[src/sv/mtm_ram.sv]
// ----------------------------------------------------------------------------
// mtm_ram
// Simple dual-port RAM: one write port, one read port with registered data.
// ----------------------------------------------------------------------------
module mtm_ram #(
  parameter int DEPTH = 64,
  parameter int WIDTH = 8
) (
  input  logic                     clk,
  input  logic                     we,
  input  logic [$clog2(DEPTH)-1:0] waddr,
  input  logic [WIDTH-1:0]         wdata,
  input  logic [$clog2(DEPTH)-1:0] raddr,
  output logic [WIDTH-1:0]         rdata
);

  logic [WIDTH-1:0] mem [DEPTH];

  always_ff @(posedge clk) begin
    if (we) begin
      mem[waddr] <= wdata;
    end
    rdata <= mem[raddr];
  end

endmodule

[config.mk]
export PLATFORM = sky130hd
export DESIGN_NAME = mtm_ram
export DESIGN_NICKNAME = d
export VERILOG_FILES = /design/src/sv/mtm_ram.sv
export SDC_FILE = /design/constraint.sdc
export NUM_CORES = 1
export LEC_CHECK = 0
export BUFFER_PORTS_ARGS = -buffer_cell sky130_fd_sc_hd__buf_2
export CAP_MARGIN = 10
export CORE_UTILIZATION = 52
export DETAILED_ROUTE_END_ITERATION = 8
export PLACE_DENSITY = 0.68
export SLEW_MARGIN = 5
export SYNTH_ARGS = -nofsm -noshare
export SYNTH_HDL_FRONTEND = slang
export SYNTH_SLANG_ARGS = --single-unit
[constraint.sdc]
create_clock -name clk -period 3 [get_ports clk]
set_input_delay 0.45 -clock clk [delete_from_list [all_inputs] [get_ports clk]]
set_output_delay 0.45 -clock clk [all_outputs]
set_load 0.005 [all_outputs]
; ---- Yosys cells after proc, flatten, opt, wreduce, memory -nomap -nowiden
; Memories as Yosys holds them, arrays and structs flattened. A register that Yosys moved wholly into a read port is not among the register bits.
; Cells that the tools add are included.
[totals]
in_bits = 22
memories = 1
regBits = 0
output_inout_bits = 8
mem_bits_rw = 512
latchBits = 0
mem_bits_ro = 0
word_cells = 3
[mem_list]
columns = memory, words, width, read_ports, rd_clocked_by_memory_dff, write_ports, line
row1 = mem, 64, 8, 1, 1, 1, 17  ; logic [WIDTH-1:0] mem [DEPTH];
[op_classes]
div = 0
n_eq_ne = 0
bitwise = 0
n_mul = 0
magnitude_cmp = 0
add_sub_neg = 0
n_reduce_logical = 0
muxes = 2
n_shift = 0
[ops]
columns = cell, count
row1 = 1-bit two-way mux, 2

; ---- Logic depth before layout (Yosys ltp)
; Gate-level depths: netlist of run 1.
[depth]
word_depth = 2
ltp_mapped = 9
ltp_nobuf = 5

; ---- Worst setup path before layout of run 1
; No wires, ideal clock.
[synth_timing]
path_type = input-to-reg
from = in raddr[1]
to = reg rdata[3], read port of mem
t_arrival_ns = 1.990
cell_stages = 7
setup_time_ns = 0.128
path_buffers = 3
path_slack_ns = 0.882
t_required_ns = 2.872
cell_sequence = buf_4 > buf_2 > buf_2 > mux4_2 > mux4_2 > o21ai_1 > o41ai_1
[synth_lines]
columns = item, line
row1 = "start, declared", 13  ; input logic [$clog2(DEPTH)-1:0] raddr,
row2 = "end, declared", 14  ; output logic [WIDTH-1:0] rdata

==> summary.txt, run 1 <==
GRT
  • Grt total ovfl: 0
  • Largest net degree at the start of global routing: 65
  • Initial antenna violation count: 3
  • Met2 usage: 36.6%
  • Total track usage: 23.2%
  • First-pass GRT wire length: 64800 um
  • Vias in the first global route: 9975
  • M1 GR Usage: 32.9%
  • GR peak layer: met2
  • Grt met3 use: 4.46%

Clocking
  • CTS tree: done
  • Worst skew pair latency: 0.58 ns
  • Reg clk slew, reported paths: 0.06 ns
  • Sink Count: 520
  • CTS Buffer Depth: 3
  • CTS Root Buffer Type: clkbuf_16
  • H-tree levels: 2
  • PostCTS Resize Cnt: 0
  • Cts hold-fix bufs: 0
  • Setup bufs post-CTS: 0
  • Num CTS Buffers: 52

Place
  • Gpl congestion: 0.808
  • Placed Cells: 1536
  • Dpl hpwl: 27700 um
  • Buffers on Ports: 29

Job
  • MaxCap Viol Count: 0

Detailed routing
  • Number of remaining DRC errors: 0
  • DR iter-0 viols: 930
  • First-pass detailed-route iteration total: 5
  • WL per Instance: 26.9 um
  • Vias per cell: 6.02
  • WL final: 43700 um
  • DRT antenna net count: 0
  • Vias: 9787

Pwr
  • Pleak: 7.44 nW
  • Pwr dens: 641 nW/um^2
  • VDD IR max: 0.446 mV

Synth
  • Yosys reg bits: 520
  • Yosys top cell area share: 76.2%
  • Synthesized area: 20200 um^2
  • Sequential fraction of the synthesis area: 77.0%
  • Ys async rst share: 0%
  • Post-synth top area cell: edfxtp_1
  • Top cells by area, synth: edfxtp_1 76%, mux4_2 14%, nor2_1 1.5%
  • Syn_nets: 962
  • Number of enable flip-flop cells after synthesis: 512
  • Syn. warnings: 0
  • Primary FF master, synth: edfxtp_1
  • Synth Area per Inst: 21.5 um^2
  • Netlist cell types: 40
  • Syn Inst Count: 940

Min path
  • Worst hold path class: in -> reg

STA
  • RSZ-0062 raised after global routing: no
  • Slew @ Worst Pin: 1.21 ns
  • Period utilisation layout: 70.8%
  • Setup_tns: 0 ns
  • Slew headroom: 19.6%
  • Pins Over Slew Limit: 0
  • Clock skew: 0.0131 ns
  • Max Fclk: 471 MHz
  • Final-report hold violation count: 0
  • Crit path time final: 2.12 ns
  • Final setup viols: 0

Final layout
  • Area delta synth->final: 14.6%
  • Fillers: 2650
  • Layout cells sized above 1: 31.1%
  • Non-Filler Instances: 1626
  • Footprint of the multi-input gates: 4320 um^2
  • Final nets: 1101
  • Register Area: 15500 um^2

Die
  • Core Area: 37900 um^2
  • Initial Util: 53.2%
  • Die span in y: 199 um
  • Row Count: 71
  • Ports: 30
  • Die span in x: 199 um
  • Die area: 39600 um^2

Setup path
  • Startpoint type of the worst setup path: input pin
  • Maximum fanout along the worst path: 22
  • CP Class: in -> reg
  • Reg2Reg Setup Slack: 1.03 ns
  • Worst Path Arrival: 2.57 ns
  • Required @ worst endpoint: 3.45 ns
  • Crit end category: flip-flop

Run status
  • Outcome: finished clean
==> kinds of logic (layout without fill, tap and decap cells) <==
| kind of cell | after synthesis | after routing | synth area share, % |
|---|---|---|---|
| flip-flops | 520 | 520 | 77.0 |
| multiplexers | 162 | 162 | 15.9 |
| AND/OR/NAND/NOR | 153 | 153 | 3.39 |
| AO/OA/AOI/OAI | 54 | 54 | 2.07 |
| buffers and inverters | 51 | 225 | 1.57 |
| other | 0 | 1 | 0 |
==> worst paths after layout <==
kind,start,to,depth (start not counted)
setup reg to reg,mem[51][7],rdata[7],4
setup / recovery,raddr[1],rdata[7],7
hold reg to reg,mem[22][0],rdata[0],4
hold / removal,waddr[1],mem[49][7],2
==> layer usage <==
metal  part of all wire [%]  routed length [um]
met4                    2.4                1040
met1                     42               18400
met2                     48               21100
met3                    7.1                3120
met5                  0.050                  22
==> Yosys cell counts (3+ instances only) <==
cell       instances
edfxtp_1         512
mux4_2           126
nor2_1            83
mux2i_1           23
nand2_1           19
clkbuf_1          17
nor2b_1           14
buf_4             13
mux2_2            13
nand3_1           13
buf_2             11
dfxtp_1            8
o221ai_1           8
o22ai_1            8
nand2b_1           7
nor3_1             7
a221oi_1           6
a211oi_1           4
buf_1              4
buf_6              4
a21oi_1            3
a22oi_1            3
nand3b_1           3
o2111ai_1          3
o2bb2ai_1          3
==> metrics by stage <==
step	area (um^2)	hold WS (ns)	util (%)	total power [mW]	worst slack [ns]
6_report	23100	0.321	61.0	14.8	0.875
5_1_grt	23100	0.325	61.0	15.2	0.867
4_1_cts	23100	0.285	60.9	14.9	0.882
3_5_place_dp	21600	0.810	56.8	8.99	0.283
3_3_place_gp	21600	0.778	56.8	8.98	0.234
2_1_floorplan	20200	0.549	-	8.64	0.882
==> critical path: stages <==
cell     delay (ns)
buf_4          0.30
buf_12         0.23
buf_4          0.27
mux4_2         0.36
mux4_2         0.48
o21ai_0        0.37
nand2_1        0.08
==> sequential cells by signal (all words and copies together) (netlist names) <==
register  cells
mem         512
rdata         8
==> final cells by class <==
type | count | share of cell area [%]
Antenna cell | 1 | 0.0108
Clock buffer | 69 | 6.08
Clock inverter | 20 | 0.639
Multi-Input combinational cell | 369 | 18.7
Sequential cell | 520 | 67.2
Tap cell | 511 | 2.77
Timing Repair Buffer | 136 | 4.65
==> cell usage in the layout (no fill, tap or decap), drive strengths merged, types with 2 or more instances in the layout <==
cell | netlist | final
mux2i | 23 | 23
mux4 | 126 | 126
mux2 | 13 | 13
o221a | 2 | 2
o221ai | 8 | 8
nand3b | 3 | 3
o2bb2ai | 3 | 3
nand2 | 19 | 19
nor2 | 83 | 83
a2111oi | 2 | 2
o22ai | 8 | 8
bufinv | 0 | 2
clkbuf | 17 | 70
nand2b | 7 | 7
o21a | 2 | 2
o21ai | 4 | 4
a211oi | 4 | 4
dfxtp | 8 | 8
clkinv | 0 | 17
buf | 34 | 135
edfxtp | 512 | 512
nand4 | 2 | 2
o2111ai | 3 | 3
a221oi | 6 | 6
o41ai | 2 | 2
nor2b | 14 | 14
o32ai | 2 | 2
nor3 | 7 | 7
a22oi | 3 | 3
nand3 | 13 | 13
a21oi | 3 | 3
nor4 | 2 | 2
==> power breakdown <==
group | internal [mW] | switching [mW] | leakage [nW]
Clock | 3.44 | 2.56 | 0.772
Combinational | 0.310 | 0.454 | 1.99
Sequential | 8.04 | 0.0245 | 4.67
Power figures use the tool's default switching activity.
==> run 2: changes to the inputs <==
--- a/config.mk
+++ b/config.mk
@@ -9,7 +9,7 @@
 export CAP_MARGIN = 10
 export CORE_UTILIZATION = 52
 export DETAILED_ROUTE_END_ITERATION = 8
-export PLACE_DENSITY = 0.68
+export PLACE_DENSITY = 0.7
 export SLEW_MARGIN = 5
 export SYNTH_ARGS = -nofsm -noshare
 export SYNTH_HDL_FRONTEND = slang
==> constraint.sdc (replaced) <==
create_clock -name clk -period 1.73 [get_ports clk]
set_input_delay 0.2595 -clock clk [delete_from_list [all_inputs] [get_ports clk]]
set_output_delay 0.2595 -clock clk [all_outputs]
set_load 0.005 [all_outputs]
==> run 2 against run 1 <==
The flow now finishes with violations (setup timing). Final area is 3.4% higher. Non-clock buffer count is 74 higher. Die area stayed put. Largest power group unchanged. Via count is 3.2% higher. Clock skew is 0.0094 ns higher. Combinational power is 99% higher. Register-to-register slack worse by 1.1 ns.
==> summary.txt, run 2 (synthesis results as in run 1) <==
Run status
  • Outcome: complete, but fails checks
  • Violated checks: setup timing

GRT
  • Total track usage: 23.3% (+0.16 points)
  • Vias in the first global route: 10.4k (+4.6%)
  • First-pass GRT wire length: 65700 um (+1.3%)
  • Largest net degree at the start of global routing: 65 (unchanged)
  • Grt total ovfl: 0 (unchanged)
  • Initial antenna violation count: 2 (-1)

Detailed routing
  • DR iter-0 viols: 1065 (+15%)
  • Met3 wire length: 3400 um (+8.9%)
  • DRT antenna net count: 0 (unchanged)
  • Top layer in use: met5
  • First-pass detailed-route iteration total: 7 (+2)
  • WL final: 43900 um (+0.41%)
  • WL per Instance: 25.8 um (-4.2%)
  • Met2 WL: 21200 um (+0.19%)
  • Number of remaining DRC errors: 0 (unchanged)
  • Wl on met1: 17600 um (-4.4%)
  • Vias per cell: 5.93 (-1.5%)
  • Vias: 10.1k (+3.2%)

Final layout
  • Leading cell type in the layout, fill and taps excluded: edfxtp_1
  • Final nets: 1173 (+6.5%)
  • Most flop-heavy register: mem
  • Antenna diodes: 0 (-1)
  • Top Registers: mem x512, rdata x8
  • Max FFs per register: 512 (unchanged)
  • Commonest non-fill, non-tap cells in the layout: 512 x edfxtp_1, 168 x buf_4, 126 x mux4_2, 79 x nor2_1, 51 x clkbuf_16
  • Area delta synth->final: 18.6%
  • Layout cells sized above 1: 36.6% (+5.5 points)
  • Util after Layout: 63.0% (+2.1 points)

Place
  • Setup WS pre-CTS: -0.547 ns (-0.830 ns)
  • Buffers on Ports: 29 (unchanged)
  • Gpl congestion: 0.860 (+6.5%)
  • Dpl hpwl: 28600 um (+3.1%)

Clocking
  • H-tree levels: 2 (unchanged)
  • Sink Count: 520 (unchanged)
  • Num CTS Buffers: 50 (-3.8%)
  • Cts hold-fix bufs: 0 (unchanged)
  • CTS tree: done
  • Worst skew pair latency: 0.58 ns (about the same)
  • CTS Root Buffer Type: clkbuf_16
  • Reg clk slew, reported paths: 0.06 ns (about the same)
  • CTS Buffer Depth: 3 (unchanged)

Pwr
  • Pwr dens: 1080 nW/um^2 (+69%)
  • Sw power: 5.39 mW (+77%)
  • Seq pwr share: 54.1% (-0.3 points)
  • Clock power frac: 40.0% (-0.4 points)
  • Logic gate share of total power: 5.9% (+0.7 points)
  • Int Pwr: 20.5 mW (+74%)
  • Pleak: 7.87 nW (+5.8%)
  • VDD IR max: 0.714 mV (+60%)
  • Switching share of total power: 20.8% (+0.36 points)

Setup path
  • CP peak stage delay: 0.54 ns (+0.06 ns)
  • Worst-path cell chain: mux4_2 -> mux4_2 -> nor2_4 -> nor3_1 -> o2bb2ai_1
  • CP Class: reg -> reg
  • Worst-case reg-to-reg path depth: 5 (+1)
  • Maximum fanout along the worst path: 1 (-95%)
  • FF-to-FF Start: mem[14][0]
  • Worst Path Arrival: 2.26 ns (-0.31 ns)
  • Crit end category: flip-flop
  • Startpoint type of the worst setup path: flip-flop
  • Most Frequent Cell on Critical Path: mux4_2
  • Required @ worst endpoint: 2.18 ns (-1.27 ns)
  • Critical Path Slowest Stage Cell: mux4_2
  • Reg2reg end: rdata[0]
  • Reg2Reg Setup Slack: -0.08 ns (-1.11 ns)

STA
  • Crit path time final: 1.81 ns
  • Final-report hold violation count: 0 (unchanged)
  • Slew headroom: 20.7% (+1.1 points)
  • Clock skew: 0.0225 ns (+0.00943 ns)
  • Setup_tns: -0.295 ns (-0.295 ns)
  • Pins Over Slew Limit: 0 (unchanged)
  • Worst setup margin: -0.0815 ns (-0.957 ns)
  • RSZ-0062 raised after global routing: yes
  • Slew @ Worst Pin: 1.19 ns (-0.0164 ns)
  • Final setup viols: 7 (+7)
  • Period utilisation layout: 105%
  • Max Fclk: 552 MHz
  • Final hold slack: 0.0687 ns (-0.252 ns)

Die
  • Die area: 39600 um^2 (unchanged)
  • Ports: 30 (unchanged)
  • Die span in y: 199 um (unchanged)
  • Die span in x: 199 um (unchanged)
  • Row Count: 71 (unchanged)
  • Core Area: 37900 um^2 (unchanged)
  • Initial Util: 53.2% (unchanged)

Min path
  • Hold depth: 1 (-1)
  • Worst hold path class: in -> reg
  • Min-delay src: wdata[3]
  • Worst hold endpoint: mem[16][3]

Job
  • MaxCap Viol Count: 0 (unchanged)
-- run 2: changes by cell type in the layout (fill, tap and decap cells not counted), sizes merged --
cell      before  now
buf          135  209
clkbuf        70   72
inv            1    3
clkinvlp       0    1
diode          1    0
-- run 2: how the worst max path moves through the flow --
stage	slack [ns]	to	from	cells after the start
after floorplan	-0.08	rdata[7]	raddr[0]	7
after global placement	-0.50	rdata[1]	raddr[0]	7
after detailed placement	-0.55	rdata[6]	raddr[0]	7
after CTS	-0.07	rdata[0]	mem[14][0]	5
after global routing	-0.10	rdata[1]	mem[15][1]	5
final	-0.08	rdata[0]	mem[14][0]	5
-- run 2: power by group through the flow --
| stage | Combinational [mW] | Clock [mW] | Sequential (mW) |
|---|---|---|---|
| floorplan | 0.763 | 0 | 14.2 |
| global placement | 1.45 | 0 | 14.2 |
| detailed placement | 1.47 | 0 | 14.3 |
| CTS | 1.51 | 10.5 | 14.0 |
| global route | 1.61 | 11.0 | 14.0 |
| finish | 1.52 | 10.3 | 14.0 |
-- run 2: metal layers --
metal	vias up	track usage (%)
met4	2	9.46
li1	4347	-
met3	108	4.53
met2	429	36.5
met5	-	0
met1	5218	32.5
-- run 2: repair_timing --
item	in CTS	in global routing
resized for setup	20	9
gates cloned	0	0
endpoints found under the setup margin	8	8
buffers inserted	0	0
pin swaps	7	1
-- run 2: final cells by class --
cell class,instances,area [um^2]
fillers,2552,14000
repair buffers,210,1700
multi-input cells,369,4480
clock buffers,71,1370
clock inverters,23,184
flip-flops and latches,520,15500
well taps,511,639
-- run 2: worst max-delay path: cells and delay by family, from the launching register on --
kind,cells,cell delay (ns)
muxes,2,1.01
and+or+nand+nor,2,0.17
AOI/OAI and AO/OA,1,0.13
DFF,1,0.37
-- run 2: metrics by stage --
step                      total power [mW]  instances  area (um^2)
after detailed placement              15.7       1610        22200
after CTS                             26.0       1704        23900
after floorplan                       15.0        940        20200
final                                 25.9       1704        23900
after global routing                  26.6       1704        23900
after global placement                15.7       1610        22200
==> run 3: changes to the inputs <==
==> config.mk (replaced) <==
export PLATFORM = sky130hd
export DESIGN_NAME = mtm_ram
export DESIGN_NICKNAME = d
export VERILOG_FILES = /design/src/sv/mtm_ram.sv
export SDC_FILE = /design/constraint.sdc
export NUM_CORES = 1
export LEC_CHECK = 0
export BUFFER_PORTS_ARGS = -buffer_cell sky130_fd_sc_hd__buf_4
export CAP_MARGIN = 10
export CORE_UTILIZATION = 52
export DETAILED_ROUTE_END_ITERATION = 8
export GPL_TIMING_DRIVEN = 0
export PLACE_DENSITY = 0.7
export SLEW_MARGIN = 10
export SYNTH_ARGS = -nofsm -noshare
export SYNTH_HDL_FRONTEND = slang
export SYNTH_SLANG_ARGS = --single-unit
==> run 3 against run 2 <==
The run still ends with setup timing left. Setup slack got worse by 0.16 ns. Non-clock buffer count fell by 135. Sequential share of layout area rose by 1.9 points. Final area fell by 2.8%. Via count fell by 1.1%. Worst hold slack improved by 0.16 ns. Sequential cell count did not move. First-iteration DRC count rose by 9.4%. Clock skew fell by 0.0097 ns. Critical path type unchanged.
==> summary.txt, run 3 (synthesis results as in run 1) <==
Run status
  • Outcome: complete, but fails checks
  • Violated checks: setup timing

Pwr
  • Pleak: 7.16 nW (-9.0%)
  • Switching share of total power: 21.1% (+0.29 points)
  • Logic gate share of total power: 5.9% (about the same)
  • Int Pwr: 20.8 mW (+1.8%)
  • Clock power frac: 41.3% (+1.3 points)
  • Sw power: 5.58 mW (+3.6%)
  • VDD IR max: 0.788 mV (+10%)
  • Pwr dens: 1140 nW/um^2 (+5.2%)
  • Seq pwr share: 52.9% (-1.2 points)

Detailed routing
  • WL final: 47700 um (+8.7%)
  • WL per Instance: 30.4 um (+18%)
  • DR iter-0 viols: 1165 (+9.4%)
  • Vias: 9994 (-1.1%)
  • Number of remaining DRC errors: 0 (unchanged)
  • DRT antenna net count: 0 (unchanged)
  • First-pass detailed-route iteration total: 6 (-1)
  • Vias per cell: 6.37 (+7.5%)

Final layout
  • Final nets: 1039 (-11%)
  • Area delta synth->final: 15.2%
  • Layout cells sized above 1: 34.9% (-1.7 points)
  • Fin area: 23200 um^2 (-2.8%)
  • Leading cell type in the layout, fill and taps excluded: edfxtp_1
  • Most flop-heavy register: mem
  • Util after Layout: 61.2% (-1.8 points)
  • Max FFs per register: 512 (unchanged)
  • Commonest non-fill, non-tap cells in the layout: 512 x edfxtp_1, 126 x mux4_2, 53 x clkbuf_16, 35 x buf_4, 33 x nor2_2
  • Fillers: 2622 (+2.7%)
  • Top Registers: mem x512, rdata x8

Job
  • MaxCap Viol Count: 0 (unchanged)

Setup path
  • Worst path depth: 5 (unchanged)
  • Required @ worst endpoint: 2.16 ns (-0.02 ns)
  • Worst Path Arrival: 2.41 ns (+0.15 ns)
  • FF-to-FF Start: mem[20][6]
  • Reg2reg end: rdata[6]
  • Maximum fanout along the worst path: 1 (unchanged)
  • CP peak stage delay: 0.47 ns (-0.07 ns)
  • Crit path from: mem[20][6]
  • Crit end category: flip-flop
  • Reg2Reg Setup Slack: -0.24 ns (-0.16 ns)
  • Startpoint type of the worst setup path: flip-flop
  • Worst-case reg-to-reg path depth: 5 (unchanged)
  • CP endpoint: rdata[6]
  • Largest delay share family, worst path: multiplexers
  • CP Class: reg -> reg
  • Worst-path cell chain: mux4_2 -> mux2_4 -> o221a_4 -> nor3_4 -> o32ai_4
  • Critical Path Slowest Stage Cell: mux4_2
  • CP Buf/Inv Count: 0 (unchanged)

GRT
  • Total track usage: 25.3% (+1.9 points)
  • Grt total ovfl: 0 (unchanged)
  • First-pass GRT wire length: 68900 um (+4.9%)
  • Initial antenna violation count: 2 (unchanged)
  • Largest net degree at the start of global routing: 65 (unchanged)
  • Vias in the first global route: 9866 (-5.5%)

Min path
  • Worst hold path class: in -> reg
  • Hold depth: 1 (unchanged)

STA
  • Final-report hold violation count: 0 (unchanged)
  • Slew headroom: 44.0% (+23 points)
  • Crit path time final: 1.97 ns (+0.163 ns)
  • Period utilisation layout: 114% (+9.4 points)
  • Pins Over Slew Limit: 0 (unchanged)
  • RSZ-0062 raised after global routing: yes
  • Worst setup margin: -0.245 ns (-0.163 ns)
  • Final setup viols: 99 (+92)
  • Clock skew: 0.0128 ns (-0.00971 ns)
  • Slew @ Worst Pin: 0.837 ns (-0.353 ns)
  • Max Fclk: 506 MHz (-8.3%)

Place
  • Buffers on Ports: 21 (-28%)
  • Cell Area, Placed: 21000 um^2 (-5.3%)
  • Gpl congestion: 0.918 (+6.8%)
  • Setup WS pre-CTS: -1.44 ns (-0.890 ns)
  • Dpl hpwl: 29800 um (+4.1%)

Clocking
  • Worst skew pair latency: 0.58 ns (about the same)
  • Num CTS Buffers: 51 (+2.0%)
  • CTS tree: done
  • CTS Buffer Depth: 3 (unchanged)
  • Reg clk slew, reported paths: 0.06 ns (about the same)
  • CTS Root Buffer Type: clkbuf_16
  • Sink Count: 520 (unchanged)
  • H-tree levels: 2 (unchanged)

Die
  • Row Count: 71 (unchanged)
  • Ports: 30 (unchanged)
  • Core Area: 37900 um^2 (unchanged)
  • Die area: 39600 um^2 (unchanged)
  • Die span in y: 199 um (unchanged)
  • Initial Util: 53.2% (unchanged)
  • Die span in x: 199 um (unchanged)
[run 3: worst min-delay path by stage]
stage	startpoint	to	slack, ns
floorplan	wdata[0]	mem[0][0]	0.36
global placement	raddr[5]	rdata[5]	0.63
detailed placement	raddr[5]	rdata[5]	0.62
CTS	wdata[7]	mem[21][7]	0.23
global route	wdata[1]	mem[15][1]	0.23
finish	wdata[1]	mem[15][1]	0.22
[run 3: what timing repair did]
item / 4_1_cts / 5_1_grt
pin swaps: 5 / 0
hold endpoints to repair: 2 / 0
hold buffers: 1 / 0
setup buffers: 2 / 0
setup endpoints to repair: 344 / 259
gates resized for setup: 85 / 54
[run 3: area by class of cell]
class,instances,area (um^2),area share (%)
Antenna cell,1,2.50,0.0108
Buffer,51,399,1.72
Clock buffer,62,1400,6.03
Clock inverter,30,244,1.05
Multi-Input combinational cell,369,4820,20.8
Sequential cell,520,15500,66.9
Tap cell,511,639,2.75
Timing Repair Buffer,24,183,0.786
[run 3: power groups by stage]
stage	combinational, mW	clock [mW]	sequential, mW
floorplan	0.763	0	14.2
global placement	1.39	0	14.2
detailed placement	1.41	0	14.2
CTS	1.50	11.0	14.0
global route	1.61	11.5	14.0
finish	1.55	10.9	14.0
[run 3: per-stage QoR]
| stage | setup TNS, ns | power [mW] | std cells | hold slack, ns |
|---|---|---|---|---|
| after floorplan | -0.444 | 15.0 | 940 | 0.358 |
| after global placement | -317.20 | 15.6 | 1472 | 0.630 |
| after detailed placement | -349.96 | 15.6 | 1472 | 0.625 |
| after CTS | -11.12 | 26.4 | 1567 | 0.226 |
| after global routing | -8.12 | 27.0 | 1567 | 0.235 |
| final | -6.41 | 26.4 | 1568 | 0.224 |
[run 3: metal layers]
layer / routed length, um / vias up / GRT usage (%)
li1: - / 4100 / -
met1: 19200 / 5264 / 36.3
met2: 22600 / 541 / 39.1
met3: 4680 / 87 / 5.75
met4: 1210 / 2 / 7.46
met5: 17 / - / 0
